--- config.mk ---
export PLATFORM = sky130hd
export DESIGN_NAME = sha1_hash_engine_top_flat
export DESIGN_NICKNAME = d
export VERILOG_FILES = /design/src/sha1_pkg.sv /design/src/sha1_if.sv /design/src/sha1_ctrl.sv /design/src/sha1_datapath.sv /design/src/sha1_hash_engine_top.sv /design/src/flat_wrapper.sv
export SDC_FILE = /design/constraint.sdc
export NUM_CORES = 2
export LEC_CHECK = 0
export BUFFER_PORTS_ARGS = -buffer_cell sky130_fd_sc_hd__buf_2
export CORE_ASPECT_RATIO = 0.9
export CORE_MARGIN = 2
export CORE_UTILIZATION = 63
export CTS_CLUSTER_SIZE = 10
export DETAILED_ROUTE_END_ITERATION = 12
export PLACE_DENSITY = 0.8
export SYNTH_ARGS = -nofsm -noshare
export SYNTH_HDL_FRONTEND = slang
export SYNTH_HIERARCHICAL = 1
export SYNTH_SLANG_ARGS = --single-unit
--- constraint.sdc ---
create_clock -name clock -period 10.4 [get_ports clock]
set_input_delay 0.52 -clock clock [delete_from_list [all_inputs] [get_ports clock]]
set_output_delay 0.52 -clock clock [all_outputs]
set_load 0.05 [all_outputs]
--- src/sha1_pkg.sv ---
// Shared types, constants and helper functions of the SHA-1 hash engine.
`timescale 1ns / 1ps

package sha1_pkg;

   localparam int unsigned WORD_W  = 32;
   localparam int unsigned BYTES_W = 3;
   localparam int unsigned INDEX_W = 3;
   localparam int unsigned COUNT_W = 64;
   localparam int unsigned WIB_W   = 4;
   localparam int unsigned ROUND_W = 7;

   localparam logic [ROUND_W-1:0] LAST_ROUND = 7'd79;
   localparam logic [INDEX_W-1:0] LAST_INDEX = 3'd4;
   localparam logic [WIB_W-1:0]   WIB_FULL   = 4'd15;
   localparam logic [WIB_W-1:0]   WIB_LEN_HI = 4'd14;

   localparam logic [WORD_W-1:0] MARK_WORD = 32'h8000_0000;

   // Initial chain value, H0 in element 0.
   localparam logic [4:0][WORD_W-1:0] INIT_CHAIN = {
      32'hC3D2_E1F0, 32'h1032_5476, 32'h98BA_DCFE, 32'hEFCD_AB89, 32'h6745_2301
   };

   typedef enum logic [2:0] {
      ST_IDLE,
      ST_PAD,
      ST_ROUND,
      ST_ADD,
      ST_FLUSH
   } state_type;

   typedef enum logic [2:0] {
      SEL_MSG,
      SEL_LASTPAD,
      SEL_MARK,
      SEL_ZERO,
      SEL_LEN_HI,
      SEL_LEN_LO
   } sel_type;

   typedef enum logic [1:0] {
      PH_CHOOSE,
      PH_PARITY_A,
      PH_MAJORITY,
      PH_PARITY_B
   } phase_type;

   typedef struct packed {
      logic      push;
      sel_type   push_sel;
      logic      load_work;
      logic      round_en;
      phase_type phase;
      logic      add_chain;
      logic      flush;
   } cmd_type;

   typedef struct packed {
      logic [WIB_W-1:0] wib;
      logic             out_busy;
   } status_type;

   function automatic logic [WORD_W-1:0] round_k(input phase_type ph);
      logic [WORD_W-1:0] k;
      case (ph)
         PH_CHOOSE:   k = 32'h5A82_7999;
         PH_PARITY_A: k = 32'h6ED9_EBA1;
         PH_MAJORITY: k = 32'h8F1B_BCDC;
         PH_PARITY_B: k = 32'hCA62_C1D6;
         default:     k = 32'h5A82_7999;
      endcase
      return k;
   endfunction

   function automatic logic [WORD_W-1:0] round_f(input phase_type ph,
                                                 input logic [WORD_W-1:0] b,
                                                 input logic [WORD_W-1:0] c,
                                                 input logic [WORD_W-1:0] d);
      logic [WORD_W-1:0] f;
      case (ph)
         PH_CHOOSE:   f = (b & c) | (~b & d);
         PH_MAJORITY: f = (b & c) | (b & d) | (c & d);
         default:     f = b ^ c ^ d;
      endcase
      return f;
   endfunction

endpackage

--- src/sha1_if.sv ---
// Valid/ready channel interfaces for message words and digest words.
`timescale 1ns / 1ps

interface sha1_req_if
   import sha1_pkg::*;
();
   logic               valid;
   logic               ready;
   logic [WORD_W-1:0]  msg_word;
   logic [BYTES_W-1:0] word_bytes;
   logic               last_word;

   modport source (output valid, msg_word, word_bytes, last_word, input ready);
   modport sink   (input valid, msg_word, word_bytes, last_word, output ready);
endinterface

interface sha1_rsp_if
   import sha1_pkg::*;
();
   logic               valid;
   logic               ready;
   logic [WORD_W-1:0]  digest_word;
   logic [INDEX_W-1:0] digest_index;
   logic               digest_last;

   modport source (output valid, digest_word, digest_index, digest_last, input ready);
   modport sink   (input valid, digest_word, digest_index, digest_last, output ready);
endinterface

--- src/sha1_ctrl.sv ---
// Controller state machine: sequences word pushes, padding, rounds and digest handoff.
`timescale 1ns / 1ps

module sha1_ctrl
   import sha1_pkg::*;
(
   input  logic               clock,
   input  logic               reset,
   input  logic               req_valid,
   input  logic               req_last,
   input  logic [BYTES_W-1:0] req_bytes,
   output logic               req_ready,
   input  status_type         status,
   output cmd_type            cmd
);

   state_type          state_ff, state_in;
   logic [ROUND_W-1:0] round_ff, round_in;
   logic               padding_ff, padding_in;
   logic               mark_ff, mark_in;
   logic               len_hi_ff, len_hi_in;
   logic               len_done_ff, len_done_in;

   logic full_word;
   logic block_done;
   logic accept;
   sel_type pad_sel;

   assign full_word  = !req_last || (req_bytes >= 3'd4);
   assign block_done = (status.wib == WIB_FULL);
   assign accept     = (state_ff == ST_IDLE) && req_valid;

   // The low length word follows only its high half; a marker that lands in
   // the fifteenth slot is followed by zero fill and an extra block.
   always_comb begin
      if (mark_ff) begin
         pad_sel = SEL_MARK;
      end else if (status.wib == WIB_LEN_HI) begin
         pad_sel = SEL_LEN_HI;
      end else if ((status.wib == WIB_FULL) && len_hi_ff) begin
         pad_sel = SEL_LEN_LO;
      end else begin
         pad_sel = SEL_ZERO;
      end
   end

   // Next state and flags.
   always_comb begin
      state_in    = state_ff;
      round_in    = round_ff;
      padding_in  = padding_ff;
      mark_in     = mark_ff;
      len_hi_in   = len_hi_ff;
      len_done_in = len_done_ff;
      case (state_ff)
         ST_IDLE: begin
            if (req_valid) begin
               if (req_last) begin
                  padding_in = 1'b1;
                  mark_in    = full_word;
               end
               if (block_done) begin
                  state_in = ST_ROUND;
                  round_in = '0;
               end else if (req_last) begin
                  state_in = ST_PAD;
               end
            end
         end
         ST_PAD: begin
            if (pad_sel == SEL_MARK) begin
               mark_in = 1'b0;
            end
            if (pad_sel == SEL_LEN_HI) begin
               len_hi_in = 1'b1;
            end
            if (pad_sel == SEL_LEN_LO) begin
               len_hi_in   = 1'b0;
               len_done_in = 1'b1;
            end
            if (block_done) begin
               state_in = ST_ROUND;
               round_in = '0;
            end
         end
         ST_ROUND: begin
            round_in = round_ff + 7'd1;
            if (round_ff == LAST_ROUND) begin
               state_in = ST_ADD;
            end
         end
         ST_ADD: begin
            if (len_done_ff) begin
               state_in = ST_FLUSH;
            end else if (padding_ff) begin
               state_in = ST_PAD;
            end else begin
               state_in = ST_IDLE;
            end
         end
         ST_FLUSH: begin
            if (!status.out_busy) begin
               state_in    = ST_IDLE;
               padding_in  = 1'b0;
               len_done_in = 1'b0;
            end
         end
         default: begin
            state_in = ST_IDLE;
         end
      endcase
   end

   // Commands to the datapath.
   always_comb begin
      cmd       = '0;
      cmd.phase = PH_CHOOSE;
      req_ready = 1'b0;
      case (state_ff)
         ST_IDLE: begin
            req_ready = 1'b1;
            if (accept) begin
               cmd.push      = 1'b1;
               cmd.push_sel  = (req_last && !full_word) ? SEL_LASTPAD : SEL_MSG;
               cmd.load_work = block_done;
            end
         end
         ST_PAD: begin
            cmd.push      = 1'b1;
            cmd.push_sel  = pad_sel;
            cmd.load_work = block_done;
         end
         ST_ROUND: begin
            cmd.round_en = 1'b1;
            if (round_ff < 7'd20) begin
               cmd.phase = PH_CHOOSE;
            end else if (round_ff < 7'd40) begin
               cmd.phase = PH_PARITY_A;
            end else if (round_ff < 7'd60) begin
               cmd.phase = PH_MAJORITY;
            end else begin
               cmd.phase = PH_PARITY_B;
            end
         end
         ST_ADD: begin
            cmd.add_chain = 1'b1;
         end
         ST_FLUSH: begin
            cmd.flush = !status.out_busy;
         end
         default: begin
            cmd = '0;
         end
      endcase
   end

   always_ff @(posedge clock) begin
      if (reset) begin
         state_ff    <= ST_IDLE;
         round_ff    <= '0;
         padding_ff  <= 1'b0;
         mark_ff     <= 1'b0;
         len_hi_ff   <= 1'b0;
         len_done_ff <= 1'b0;
      end else begin
         state_ff    <= state_in;
         round_ff    <= round_in;
         padding_ff  <= padding_in;
         mark_ff     <= mark_in;
         len_hi_ff   <= len_hi_in;
         len_done_ff <= len_done_in;
      end
   end

endmodule

--- src/sha1_datapath.sv ---
// Datapath: schedule window, round registers, chain value, length counter and digest buffer.
`timescale 1ns / 1ps

module sha1_datapath
   import sha1_pkg::*;
(
   input  logic               clock,
   input  logic               reset,
   input  cmd_type            cmd,
   output status_type         status,
   input  logic [WORD_W-1:0]  msg_word,
   input  logic [BYTES_W-1:0] word_bytes,
   input  logic               last_word,
   output logic               out_valid,
   input  logic               out_ready,
   output logic [WORD_W-1:0]  out_word,
   output logic [INDEX_W-1:0] out_index,
   output logic               out_last
);

   logic [WORD_W-1:0]  win_ff [16];
   logic [WORD_W-1:0]  work_ff [5];
   logic [WORD_W-1:0]  chain_ff [5];
   logic [WORD_W-1:0]  digest_ff [5];
   logic [COUNT_W-1:0] bitcnt_ff, bitcnt_in;
   logic [WIB_W-1:0]   wib_ff, wib_in;
   logic               out_valid_ff, out_valid_in;
   logic [INDEX_W-1:0] out_idx_ff, out_idx_in;

   logic [BYTES_W-1:0] nbytes;
   logic [WORD_W-1:0]  lastpad_word;
   logic [WORD_W-1:0]  push_word;
   logic [WORD_W-1:0]  sched_x;
   logic [WORD_W-1:0]  sched_new;
   logic [WORD_W-1:0]  temp;

   // Bytes this item adds to the message.
   assign nbytes = (!last_word || word_bytes > 3'd4) ? 3'd4 : word_bytes;

   always_comb begin
      case (nbytes)
         3'd0:    lastpad_word = MARK_WORD;
         3'd1:    lastpad_word = {msg_word[31:24], 24'h80_0000};
         3'd2:    lastpad_word = {msg_word[31:16], 16'h8000};
         3'd3:    lastpad_word = {msg_word[31:8], 8'h80};
         default: lastpad_word = msg_word;
      endcase
   end

   always_comb begin
      case (cmd.push_sel)
         SEL_MSG:     push_word = msg_word;
         SEL_LASTPAD: push_word = lastpad_word;
         SEL_MARK:    push_word = MARK_WORD;
         SEL_LEN_HI:  push_word = bitcnt_ff[63:32];
         SEL_LEN_LO:  push_word = bitcnt_ff[31:0];
         default:     push_word = '0;
      endcase
   end

   // Window element 0 always holds the word of the current round.
   assign sched_x   = win_ff[13] ^ win_ff[8] ^ win_ff[2] ^ win_ff[0];
   assign sched_new = {sched_x[30:0], sched_x[31]};

   assign temp = {work_ff[0][26:0], work_ff[0][31:27]}
               + round_f(cmd.phase, work_ff[1], work_ff[2], work_ff[3])
               + work_ff[4] + round_k(cmd.phase) + win_ff[0];

   always_ff @(posedge clock) begin
      if (cmd.push || cmd.round_en) begin
         for (int i = 0; i < 15; i++) begin
            win_ff[i] <= win_ff[i+1];
         end
         win_ff[15] <= cmd.push ? push_word : sched_new;
      end
      if (cmd.load_work) begin
         for (int i = 0; i < 5; i++) begin
            work_ff[i] <= chain_ff[i];
         end
      end else if (cmd.round_en) begin
         work_ff[0] <= temp;
         work_ff[1] <= work_ff[0];
         work_ff[2] <= {work_ff[1][1:0], work_ff[1][31:2]};
         work_ff[3] <= work_ff[2];
         work_ff[4] <= work_ff[3];
      end
      if (cmd.flush) begin
         for (int i = 0; i < 5; i++) begin
            digest_ff[i] <= chain_ff[i];
         end
      end
   end

   always_ff @(posedge clock) begin
      if (reset || cmd.flush) begin
         for (int i = 0; i < 5; i++) begin
            chain_ff[i] <= INIT_CHAIN[i];
         end
      end else if (cmd.add_chain) begin
         for (int i = 0; i < 5; i++) begin
            chain_ff[i] <= chain_ff[i] + work_ff[i];
         end
      end
   end

   always_comb begin
      bitcnt_in = bitcnt_ff;
      if (cmd.flush) begin
         bitcnt_in = '0;
      end else if (cmd.push && (cmd.push_sel == SEL_MSG || cmd.push_sel == SEL_LASTPAD)) begin
         bitcnt_in = bitcnt_ff + {58'd0, nbytes, 3'd0};
      end
      wib_in = cmd.push ? wib_ff + 4'd1 : wib_ff;
      out_valid_in = out_valid_ff;
      out_idx_in   = out_idx_ff;
      if (cmd.flush) begin
         out_valid_in = 1'b1;
         out_idx_in   = '0;
      end else if (out_valid_ff && out_ready) begin
         if (out_idx_ff == LAST_INDEX) begin
            out_valid_in = 1'b0;
         end
         out_idx_in = out_idx_ff + 3'd1;
      end
   end

   always_ff @(posedge clock) begin
      if (reset) begin
         bitcnt_ff    <= '0;
         wib_ff       <= '0;
         out_valid_ff <= 1'b0;
         out_idx_ff   <= '0;
      end else begin
         bitcnt_ff    <= bitcnt_in;
         wib_ff       <= wib_in;
         out_valid_ff <= out_valid_in;
         out_idx_ff   <= out_idx_in;
      end
   end

   assign status.wib      = wib_ff;
   assign status.out_busy = out_valid_ff;

   assign out_valid = out_valid_ff;
   assign out_word  = digest_ff[out_idx_ff];
   assign out_index = out_idx_ff;
   assign out_last  = (out_idx_ff == LAST_INDEX);

endmodule

--- src/sha1_hash_engine_top.sv ---
// Top level of the SHA-1 hash engine: controller, datapath and channel wiring.
`timescale 1ns / 1ps

// The block computes the SHA-1 digest of a byte message. Message words enter
// on req_chan, big-endian, one item per word; word_bytes gives the valid bytes
// of a word marked last_word, and every other word counts as four bytes.
// Once a message ends, five digest items leave on rsp_chan in order H0 to H4,
// the fifth with digest_last set, and the engine is ready for a new message.
// A word that does not complete a 512-bit block leaves the engine ready for the
// next word. The sixteenth word of a block starts 80 rounds on the one shared
// round unit, one round a cycle, then the result is folded into the chain
// value; no word is taken meanwhile. After the last word, padding words are
// pushed one a cycle while no rounds run (up to eighteen, with one extra block
// of rounds when the length does not fit). Once the previous digest has left,
// the digest moves to the output buffer; its first item shows the next cycle.
// The digest buffer parts the two sides: a stalled receiver does not hold up
// the next message until that message's own digest is ready to be handed over.
// Synchronous reset restores the initial chain value, clears the length
// and word counters and drops any digest not yet delivered.

module sha1_hash_engine_top
   import sha1_pkg::*;
(
   input logic       clock,
   input logic       reset,
   sha1_req_if.sink   req_chan,
   sha1_rsp_if.source rsp_chan
);

   cmd_type    cmd;
   status_type status;

   // Sequences pushes, rounds and the hand-off of each finished digest.
   sha1_ctrl u_ctrl (
      .clock     (clock),
      .reset     (reset),
      .req_valid (req_chan.valid),
      .req_last  (req_chan.last_word),
      .req_bytes (req_chan.word_bytes),
      .req_ready (req_chan.ready),
      .status    (status),
      .cmd       (cmd)
   );

   // Holds the chain, round, length and word-count state and drives the digest channel.
   sha1_datapath u_datapath (
      .clock      (clock),
      .reset      (reset),
      .cmd        (cmd),
      .status     (status),
      .msg_word   (req_chan.msg_word),
      .word_bytes (req_chan.word_bytes),
      .last_word  (req_chan.last_word),
      .out_valid  (rsp_chan.valid),
      .out_ready  (rsp_chan.ready),
      .out_word   (rsp_chan.digest_word),
      .out_index  (rsp_chan.digest_index),
      .out_last   (rsp_chan.digest_last)
   );

endmodule

--- src/flat_wrapper.sv ---
// flat-port wrapper written by rule: the top's interface ports become plain ports
module sha1_hash_engine_top_flat import sha1_pkg::*;
  (clock, reset, req_chan_valid, req_chan_msg_word, req_chan_word_bytes, req_chan_last_word, req_chan_ready, rsp_chan_valid, rsp_chan_digest_word, rsp_chan_digest_index, rsp_chan_digest_last, rsp_chan_ready);
  sha1_req_if req_chan_i ();
  sha1_rsp_if rsp_chan_i ();
  input logic clock;
  input logic reset;
  input wire logic [$bits(req_chan_i.valid)-1:0] req_chan_valid;
  input wire logic [$bits(req_chan_i.msg_word)-1:0] req_chan_msg_word;
  input wire logic [$bits(req_chan_i.word_bytes)-1:0] req_chan_word_bytes;
  input wire logic [$bits(req_chan_i.last_word)-1:0] req_chan_last_word;
  output wire logic [$bits(req_chan_i.ready)-1:0] req_chan_ready;
  output wire logic [$bits(rsp_chan_i.valid)-1:0] rsp_chan_valid;
  output wire logic [$bits(rsp_chan_i.digest_word)-1:0] rsp_chan_digest_word;
  output wire logic [$bits(rsp_chan_i.digest_index)-1:0] rsp_chan_digest_index;
  output wire logic [$bits(rsp_chan_i.digest_last)-1:0] rsp_chan_digest_last;
  input wire logic [$bits(rsp_chan_i.ready)-1:0] rsp_chan_ready;
  assign req_chan_i.valid = req_chan_valid;
  assign req_chan_i.msg_word = req_chan_msg_word;
  assign req_chan_i.word_bytes = req_chan_word_bytes;
  assign req_chan_i.last_word = req_chan_last_word;
  assign req_chan_ready = req_chan_i.ready;
  assign rsp_chan_valid = rsp_chan_i.valid;
  assign rsp_chan_digest_word = rsp_chan_i.digest_word;
  assign rsp_chan_digest_index = rsp_chan_i.digest_index;
  assign rsp_chan_digest_last = rsp_chan_i.digest_last;
  assign rsp_chan_i.ready = rsp_chan_ready;
  sha1_hash_engine_top u_core (.clock(clock), .reset(reset), .req_chan(req_chan_i), .rsp_chan(rsp_chan_i));
endmodule
==> results.md <==
- Port buffer count: 77
- Max transition margin: 11.5%
- Vias after detailed routing: between 30000 and 40000
- Area added between synthesis and finish: 9.77%
- Crit path capture type: register
- Via count of the first global-routing pass: 32070
- Max-slew violations: 0
- Fmax: 134 MHz
- Total GRT Usage: 29.6%
- Final ANT Viol Nets: 0
- Crit path kind: register to register
- Cells resized by post-CTS repair: 0
- Layout Nets: 4551
- Worst-margin pin slew: 1.32 ns
- Fin. Hold Viols: 0
- Clock sinks: about 1100
- Syn avg cell area: 12.8 sq um
- Die X: 307 um
- Critical Path RT: between 10 and 15 ns
- Site row count: 100
- Detailed placement HPWL: around 85000 um
- ANT cells: 0
- CP Launch Type: register
- Hold buffer count at cts: 0
- Main synth FF type: edfxtp_1
- Root Driver: clkbuf_16
- Antenna violations before repair: 4
- Synth cell types: 96
- YS warnings: 6
- Setup bufs post-CTS: 0
- Total Wirelength: 125000 um
- Max-Cap Viols: 0
- Worst Path Max Fanout: 37
- Pre-CTS setup slack: around 3.1 ns
- Hold Path Class: primary input to register
- Maximum vdd ir drop: 0.000163 V
- Sequential share of the synthesized area: ~60%
- Share of cells above drive strength 1: a little under a tenth
- Largest net degree at the start of global routing: 216
- Syn Inst Count: 4078
- Unrepaired setup endpoints after global routing: false
- Setup_tns: 0 ns
- Post-route setup slack: just under 3 ns
- Status: complete, no violations
- Final Critical Period: between 7 and 8 ns
- DR top layer: met5
- GR Overflow Total: 0
- Clock buffer depth: 3
- DRC errors left: 0
- Syn nets: 4447
- First-pass GRT wire length: 190000 um
- DR vias/cell: 6.26
- I/O pins: 78
- WP data arrival: 7.96 ns
- Final setup fails: 0
- Post-synth EDFFs: slightly below 1000
- Clock skew: between 0.07 and 0.08 ns
- TritonCTS buffer count: 120
- Power Total: 10.5 mW
- TritonCTS clock tree: done
- Clk Latency, worst-skew pair: 0.74 ns
- Lkg Pwr: 21.3 nW
- Asr flop ratio synth: 0%
- Core ar.: 0.0823 sq mm
- Metal2 WL: 55000 um
- Die H: roughly 280 um
- Mapped cell area: 0.0522 sq mm
- First-pass DRT Iterations: 8
- Detailed Route Iter0 Violations: 4277
- Clock slew at reported path FFs: approximately 0.060 ns
- Yosys reg bits: 1078
- Avg WL per Cell: 23.4 um
- GP Congestion: around 1
- Initial Util: 63.4%
- Pwr dens: 183 mW/mm^2
- Met1 WL: ~53000 um
- DR WL met3: 13400 um
- CTS H-tree depth: 3
- Die area: 0.0851 sq mm
- Final period util: just over 70%
cell type report:
class / count / area (sq um)
sequential: 1078 / 31500
fill: 5540 / 25100
multi-input combinational: 2642 / 19300
clock buffer: 204 / 3340
tap: 1071 / 1340
inverter: 233 / 880
timing repair buffer: 107 / 648
clock inverter: 12 / 240
power by group:
part / switching [mW] / leakage (nW) / internal, mW / total [mW]
clock network: 1.69 / 1.69 / 2.20 / 3.89
registers: 0.197 / 9.99 / 5.27 / 5.47
logic: 0.716 / 9.61 / 0.434 / 1.15
total: 2.60 / 21.3 / 7.90 / 10.5
logic make-up after synthesis:
logic type               synth area share, %
AO/OA/AOI/OAI                           9.23
multiplexers                            2.95
buffers and inverters                   2.68
flip-flops                              60.4
XOR/XNOR                                4.94
adder cells (fa/ha/maj)                 9.70
AND/OR/NAND/NOR                         10.1
through the flow:
step                      std cells  instance area, sq um  hold slack, ns  util [%]
final                          5347                 57300           0.147      69.6
after global routing           5347                 57300           0.146      69.6
after CTS                      5347                 57300          0.0962      69.6
after detailed placement       5131                 53700           0.405      65.2
after global placement         5131                 53700           0.400      65.2
after floorplan                4078                 52200           0.400         -
placed cells by master, fill, tap and decap left out, drive strengths merged, types with 25 or more instances in the layout:
| cell | synthesis | layout |
|---|---|---|
| nand2b | 35 | 35 |
| or3 | 34 | 34 |
| o21ai | 183 | 183 |
| a21o | 67 | 67 |
| mux2 | 62 | 62 |
| a222oi | 27 | 27 |
| o21a | 28 | 28 |
| fa | 126 | 126 |
| o22ai | 35 | 35 |
| a31oi | 25 | 25 |
| xnor2 | 183 | 183 |
| edfxtp | 992 | 992 |
| nand4 | 26 | 26 |
| nand2 | 618 | 618 |
| dfxtp | 86 | 86 |
| a21oi | 185 | 185 |
| mux4 | 32 | 32 |
| buf | 23 | 107 |
| nor2 | 220 | 220 |
| nor3 | 32 | 32 |
| inv | 233 | 235 |
| nand3 | 69 | 69 |
| and3 | 31 | 31 |
| xor2 | 111 | 111 |
| a211oi | 35 | 35 |
| ha | 203 | 203 |
| clkbuf | 102 | 204 |
final timing paths:
check,from,end,slack (ns),cells after the start
hold / removal,rsp_chan_ready,u_core/u_datapath/out_valid,0.15,4
setup / recovery,u_core/u_ctrl/state_ff[1],u_core/u_datapath/work_ff[0][29],2.92,25
setup reg to reg,u_core/u_ctrl/state_ff[1],u_core/u_datapath/work_ff[0][29],2.92,25
hold reg to reg,u_core/u_datapath/win_ff[1][203],u_core/u_datapath/win_ff[1][171],0.41,0
critical path, stage by stage (launching register included):
cell and delay, ns:
dfxtp_1 0.63, or3b_1 0.48, nor2_1 0.23, inv_1 0.12, ha_2 0.19, buf_4 0.28, nor2_2 0.40, buf_4 0.36
a22o_1 0.17, a21oi_1 0.06, fa_1 0.51, inv_1 0.05, fa_1 0.50, inv_1 0.06, fa_1 0.50, inv_1 0.04
ha_1 0.35, and3_1 0.19, and3_1 0.24, a221o_1 0.32, a21oi_1 0.43, o21ai_1 0.25, o21ai_1 0.35, o21bai_1 0.12
a211oi_1 0.24, o21ai_0 0.13
layer usage:
metal,vias to the layer above,global-route usage [%]
met5,-,0
met4,6,10.1
met3,229,5.70
met2,1791,43.7
met1,16372,44.3
li1,15077,-
cells in the mapped netlist (all sizes together), types with 22 or more instances:
cell type	count	area (sq um)
nand3	69	345
mux4	32	721
nand2b	35	219
buf	23	140
nor2b	22	138
ha	203	2540
and3	31	195
o22ai	35	219
mux2	62	698
dfxtp	86	1720
a31oi	25	163
o21ai	183	916
xor2	111	972
or3	34	220
inv	233	875
a21oi	185	933
clkbuf	102	383
a211oi	35	268
nand4	26	178
edfxtp	992	29800
xnor2	183	1600
nor3	32	180
fa	126	2520
a21o	67	503
nand2	618	2330
a222oi	27	270
o21a	28	210
nor2	220	826
sequential cells by signal, summed over array words and instances (netlist names), named ones only:
register                     count
u_core/u_datapath/win_ff       512
u_core/u_ctrl/len_done_ff        1
u_core/u_ctrl/round_ff           7
u_core/u_datapath/chain_ff     160
u_core/u_datapath/digest_ff    160
u_core/u_ctrl/state_ff           3
u_core/u_datapath/bitcnt_ff     61
u_core/u_datapath/work_ff      160
u_core/u_ctrl/len_hi_ff          1
u_core/u_datapath/out_valid      1
u_core/u_datapath/wib_ff         4
u_core/u_datapath/out_index      3
u_core/u_ctrl/mark_ff            1
u_core/u_ctrl/padding_ff         1
Power figures use the tool's default switching activity.
